===== config.mk =====
export PLATFORM = sky130hd
export DESIGN_NAME = aavr_prescale
export DESIGN_NICKNAME = d
export VERILOG_FILES = /design/src/rtl/aavr_prescale.sv
export SDC_FILE = /design/constraint.sdc
export NUM_CORES = 1
export LEC_CHECK = 0
export BUFFER_PORTS_ARGS = -buffer_cell sky130_fd_sc_hd__buf_4
export CAP_MARGIN = 10
export CORE_UTILIZATION = 45
export CTS_BUF_LIST = sky130_fd_sc_hd__clkbuf_4 sky130_fd_sc_hd__clkbuf_8 sky130_fd_sc_hd__clkbuf_16
export DETAILED_ROUTE_END_ITERATION = 10
export PLACE_DENSITY_LB_ADDON = 0.25
export SYNTH_ARGS = -nofsm -noshare
export SYNTH_HDL_FRONTEND = slang
export SYNTH_SLANG_ARGS = --single-unit

===== constraint.sdc =====
create_clock -name i_clk -period 6.91 [get_ports i_clk]
set_clock_uncertainty 0.2 [all_clocks]
set_input_delay 0.3455 -clock i_clk [delete_from_list [all_inputs] [get_ports i_clk]]
set_output_delay 0.3455 -clock i_clk [all_outputs]
set_load 0.03 [all_outputs]

===== src/rtl/aavr_prescale.sv =====
module aavr_prescale #(
    parameter int IW = 32,
    parameter int SW = 1
) (
    input  logic                 i_clk,
    input  logic                 i_rst_n,
    input  logic                 i_en,
    input  logic                 i_valid,
    input  logic signed [IW-1:0] i_d [3],
    input  logic [SW-1:0]        i_side,
    output logic                 o_valid,
    output logic signed [31:0]   o_d [3],
    output logic                 o_zero,
    output logic [SW-1:0]        o_side
);
    localparam int PW = $clog2(IW);

    logic [IW-1:0] r1_mag [3];
    logic [2:0]    r1_neg;
    logic [IW-1:0] r1_or;
    logic [SW-1:0] r1_side;
    logic          r1_valid;

    logic [IW-1:0] r2_mag [3];
    logic [2:0]    r2_neg;
    logic          r2_zero;
    logic          r2_left;
    logic [PW-1:0] r2_sh;
    logic [SW-1:0] r2_side;
    logic          r2_valid;

    logic [30:0]   r3_mag [3];
    logic [2:0]    r3_neg;
    logic          r3_zero;
    logic [SW-1:0] r3_side;
    logic          r3_valid;

    logic [IW-1:0] n1_mag [3];
    logic [IW-1:0] n1_or;
    logic [PW-1:0] n2_pos;
    logic [30:0]   n3_mag [3];
    logic [IW-1:0] sh_tmp [3];

    always_comb begin
        for (int i = 0; i < 3; i++) begin
            n1_mag[i] = i_d[i][IW-1] ? IW'(-i_d[i]) : IW'(i_d[i]);
        end
        n1_or = n1_mag[0] | n1_mag[1] | n1_mag[2];
    end

    always_comb begin
        n2_pos = '0;
        for (int i = 0; i < IW; i++) begin
            if (r1_or[i]) n2_pos = PW'(i);
        end
    end

    always_comb begin
        for (int i = 0; i < 3; i++) begin
            sh_tmp[i] = r2_left ? (r2_mag[i] << r2_sh) : (r2_mag[i] >> r2_sh);
            n3_mag[i] = sh_tmp[i][30:0];
        end
    end

    always_ff @(posedge i_clk) begin
        if (!i_rst_n) begin
            r1_valid <= 1'b0;
            r2_valid <= 1'b0;
            r3_valid <= 1'b0;
        end else if (i_en) begin
            r1_valid <= i_valid;
            r2_valid <= r1_valid;
            r3_valid <= r2_valid;
        end
    end

    always_ff @(posedge i_clk) begin
        if (i_en) begin
            r1_mag  <= n1_mag;
            r1_or   <= n1_or;
            r1_side <= i_side;
            for (int i = 0; i < 3; i++) r1_neg[i] <= i_d[i][IW-1];
            r2_mag  <= r1_mag;
            r2_neg  <= r1_neg;
            r2_zero <= (r1_or == '0);
            r2_left <= (n2_pos < PW'(30));
            r2_sh   <= (n2_pos < PW'(30)) ? PW'(30) - n2_pos : n2_pos - PW'(30);
            r2_side <= r1_side;
            r3_mag  <= n3_mag;
            r3_neg  <= r2_neg;
            r3_zero <= r2_zero;
            r3_side <= r2_side;
        end
    end

    always_comb begin
        for (int i = 0; i < 3; i++) begin
            o_d[i] = r3_neg[i] ? -$signed({1'b0, r3_mag[i]}) : $signed({1'b0, r3_mag[i]});
        end
    end

    assign o_valid = r3_valid;
    assign o_zero  = r3_zero;
    assign o_side  = r3_side;
endmodule


# Word level (Yosys, flattened, before mapping)
# Index checks and enable logic that the tools add are counted.
# word_totals
reg_bits	340
latch_bits	0
ram_bits	0
mem_bits_ro	0
inputBits	101
output_inout_bits	99
word_cells	82
mem_count	0
# classes
add_sub_neg	8
mul	0
n_div	0
n_lt_le_gt_ge	1
n_eq_ne	0
shift	6
mux	41
bitwise_logic	2
reduce_logical	1
# ops
op	n
32-bit 2-to-1 mux	6
5-bit 2-to-1 mux	31
31-bit negation with 32-bit output	3
32-bit negation	3
32-bit by 5-bit << shifter with 31-bit output	3
32-bit by 5-bit right shift with 31-bit output	3
31-bit 2-to-1 mux	3
32-bit OR	2
32-bit zero test	1
5-bit < comparator (second input constant)	1
5-bit subtractor (first input constant)	1
5-bit subtractor (second input constant)	1
1-bit 2-to-1 mux	1

# Logic depth before layout (Yosys ltp)
# depth
depth_word	33
ltp_mapped	10
mapped_depth_nobuf	10

# Least setup slack after synthesis
# No wires, ideal clock.
# synth_path
path_kind	register to output
from	register r3_mag[13] (netlist name)
to	output port o_d[26] (netlist name)
t_arrival_ns	2.701
required_ns	6.364
path_slack_ns	3.663
path_stages_with_launch	7
n_path_buf	0
cell_sequence	edfxtp_1 or4_1 or3_1 or3_1 or3_1 o41ai_1 xnor2_1
# synth_lines
element	line_no	text
start: declaration	32	logic [30:0] r3_mag [3];
start signal: assignment	89	r3_mag <= n3_mag;
end: declaration	12	output logic signed [31:0] o_d [3],

==> metrics.txt <==
status=finished, final reports clean; postcts setup bufs=0; 1st-iter DRT viols=2249; CTS max path bufs=3; layout cell share with drive strength beyond 1=22.9%; n_diodes=0; Layout Nets=2431; Pre-Repair DR Iteration Count=7; Core Area=52400 sq um; fraction of registers with async set/reset=0%; Post-Syn Area per Cell=11.2 sq um; Synth warnings=0; Port-buffer cells=199; Max VDD drop=0.154 mV; top cells by area, synth=edfxtp_1 (42%), mux4_2 (17%), xnor2_1 (6.1%); WS Path Type=reg -> out; total grt overflow=0; worst hold path class=in -> reg; Crit Path Max Fanout=4; DRC errors left=0; slowest cell on the critical path=nor4_1; DP Wirelength=56600 microns; Worst-Skew Late Latency=0.58 ns; fin. max-slew vios=0; Synth Cell Area=23900 sq um; post-synthesis sequential area ratio=42.7%; final setup margin=2.89 ns; via density per instance=6.37; ys flop type=edfxtp_1; Resized cells post-CTS=0; fmax=249 MHz; row count=84; final hold vios=0; critical path, cell by cell=nor4_1 > nand3b_1 > or3_1 > or3_1 > o41ai_1 > xnor2_1 > buf_4; fin crit share=58.2%; Initial Util=45.5%; Req. time, crit path=6.36 ns; Finish-stage setup viols=0; number of global-route vias before repair=17800; CP peak stage delay=0.60 ns; Routed WL=76000 microns; post-route minimum period=4.02 ns; initial antenna violation count=3; synthesized flop and latch total=340; # fillers=4532; most used cell, CP=or3_1; max-capacitance violation count=0; syn nets=2238; io pins=200; hold bufs inserted after CTS=82; top cells by count, synth=edfxtp_1 (337), nor2_1 (280), mux4_2 (178); GRT Total Usage=28.0%; largest net degree at the start of global routing=187; pre-CTS setup slack=3.36 ns; H-tree Lvls=2; clock-pin slew on the worst setup and hold paths=0.06 ns; root buffer cell=clkbuf_16; Leak=0.00963 uW; setup TNS=0 ns; CTS tree=built; Worst Setup End Kind=output port; number of synthesized flops with an enable pin=337; top cell type's share of synthesized area=42.4%; power per cell area=256 nW/um^2; startpoint class of the critical path=register; wire per inst=25.0 microns; Synth cell types=64; die area=54000 sq um; Die W=232 microns; worst-margin pin slew=1.05 ns; Arr. time, crit path=3.47 ns; Synth Instances=2128; leading area contributor after synthesis=edfxtp_1; Layout Area Growth over Synthesis=17.0%; DIE HEIGHT=232 microns; routability cong.=0.963; RSZ-0062 raised after global routing=no; post-route ant nets=0; via total after detailed routing=19400; Slew headroom=29.9%; first-pass GRT wire length=113000 microns; clock sinks=340; Inserted Clock Buffers=38; Final Util=53.3%; most instantiated library cell after synthesis=edfxtp_1
cells by family (layout without fill, tap and decap cells):
family	after synthesis	after routing	synth area share, %
buffers and inverters	178	400	2.94
and+or+nand+nor	666	666	13.0
AOI/OAI and AO/OA	476	476	13.0
adders and majority gates	9	9	0.472
muxes	285	285	21.5
DFF	340	340	42.7
xor gates and xnor gates	174	174	6.39
cell type report:
type	count	area, sq um	area share [%]
Clock buffer	42	981	3.51
Clock inverter	27	251	0.900
Inverter	26	100	0.358
Multi-Input combinational cell	1610	13000	46.5
Sequential cell	340	10200	36.4
Tap cell	688	861	3.08
Timing Repair Buffer	305	2560	9.18
state kept, by name, indices dropped and copies added, names as in the netlist, 3 cells and up:
signal / count
r1_mag: 96
r3_neg: 3
r2_sh: 5
r1_or: 32
r2_neg: 3
r3_mag: 93
r1_neg: 3
r2_mag: 96
path summary, 6_finish.rpt:
path / from / end / slack, ns / depth (start not counted)
worst max-delay path: r3_mag[4] / o_d[26] / 2.89 / 7
worst max register to register: r2_sh[1] / r3_mag[15] / 3.36 / 7
worst min register to register: r1_mag[7] / r2_mag[7] / 0.20 / 0
worst min-delay path: i_d[16] / r1_mag[16] / 0.02 / 2
report_power, final:
part / internal (uW) / total, uW / switching (uW) / leakage [uW]
registers: 2570 / 2820 / 250 / 0.00335
logic: 978 / 2360 / 1380 / 0.00568
clock network: 1120 / 1970 / 852 / 0.000601
total: 4670 / 7150 / 2480 / 0.00963
layer usage:
layer | global-route usage [%] | vias up | wire length, microns
met4 | 8.84 | 0 | 2280
met1 | 39.8 | 9428 | 31900
met3 | 4.17 | 144 | 6530
met5 | 0 | - | 0
li1 | - | 8690 | -
met2 | 43.9 | 1092 | 35200
worst max-delay path: cells and delay by family (launching register included):
kind | cells | cell delay, ns
AO/OA/AOI/OAI | 1 | 0.34
flip-flops | 1 | 0.44
XOR/XNOR | 1 | 0.17
AND/OR/NAND/NOR | 4 | 1.75
buffers and inverters | 1 | 0.18
layout by cell type (no fill, tap or decap), types with 6 or more instances in the layout:
| cell | instances |
|---|---|
| buf_4 | 217 |
| nor2_1 | 278 |
| o22ai_1 | 26 |
| o31a_1 | 9 |
| nand4_1 | 6 |
| clkinv_1 | 9 |
| a21oi_1 | 109 |
| xnor2_1 | 166 |
| a211oi_1 | 15 |
| or4_1 | 19 |
| nor2b_1 | 7 |
| edfxtp_1 | 337 |
| inv_1 | 23 |
| a221oi_1 | 13 |
| a21o_1 | 12 |
| nand2_1 | 133 |
| clkbuf_16 | 38 |
| a31oi_1 | 12 |
| o21ai_0 | 121 |
| xor2_1 | 8 |
| or3_1 | 73 |
| or2_2 | 12 |
| dlygate4sd3_1 | 82 |
| mux4_2 | 178 |
| ha_1 | 9 |
| nand3_1 | 20 |
| a21boi_0 | 8 |
| mux2i_1 | 58 |
| nor3_1 | 54 |
| mux2_2 | 49 |
| a22oi_1 | 29 |
| nor4_1 | 23 |
| nand2b_1 | 19 |
| o41ai_1 | 24 |
| o31ai_1 | 53 |
| o21a_1 | 6 |
through the flow:
step	hold slack, ns	cell area (sq um)	power (uW)	instances
3_3_place_gp	0.201	25900	5120	2887
4_1_cts	0.000878	27900	7160	3038
3_5_place_dp	0.205	25900	5140	2887
5_1_grt	0.0166	27900	7440	3038
2_1_floorplan	0.200	23900	4300	2128
6_report	0.0172	27900	7150	3038
Power figures use the tool's default switching activity.
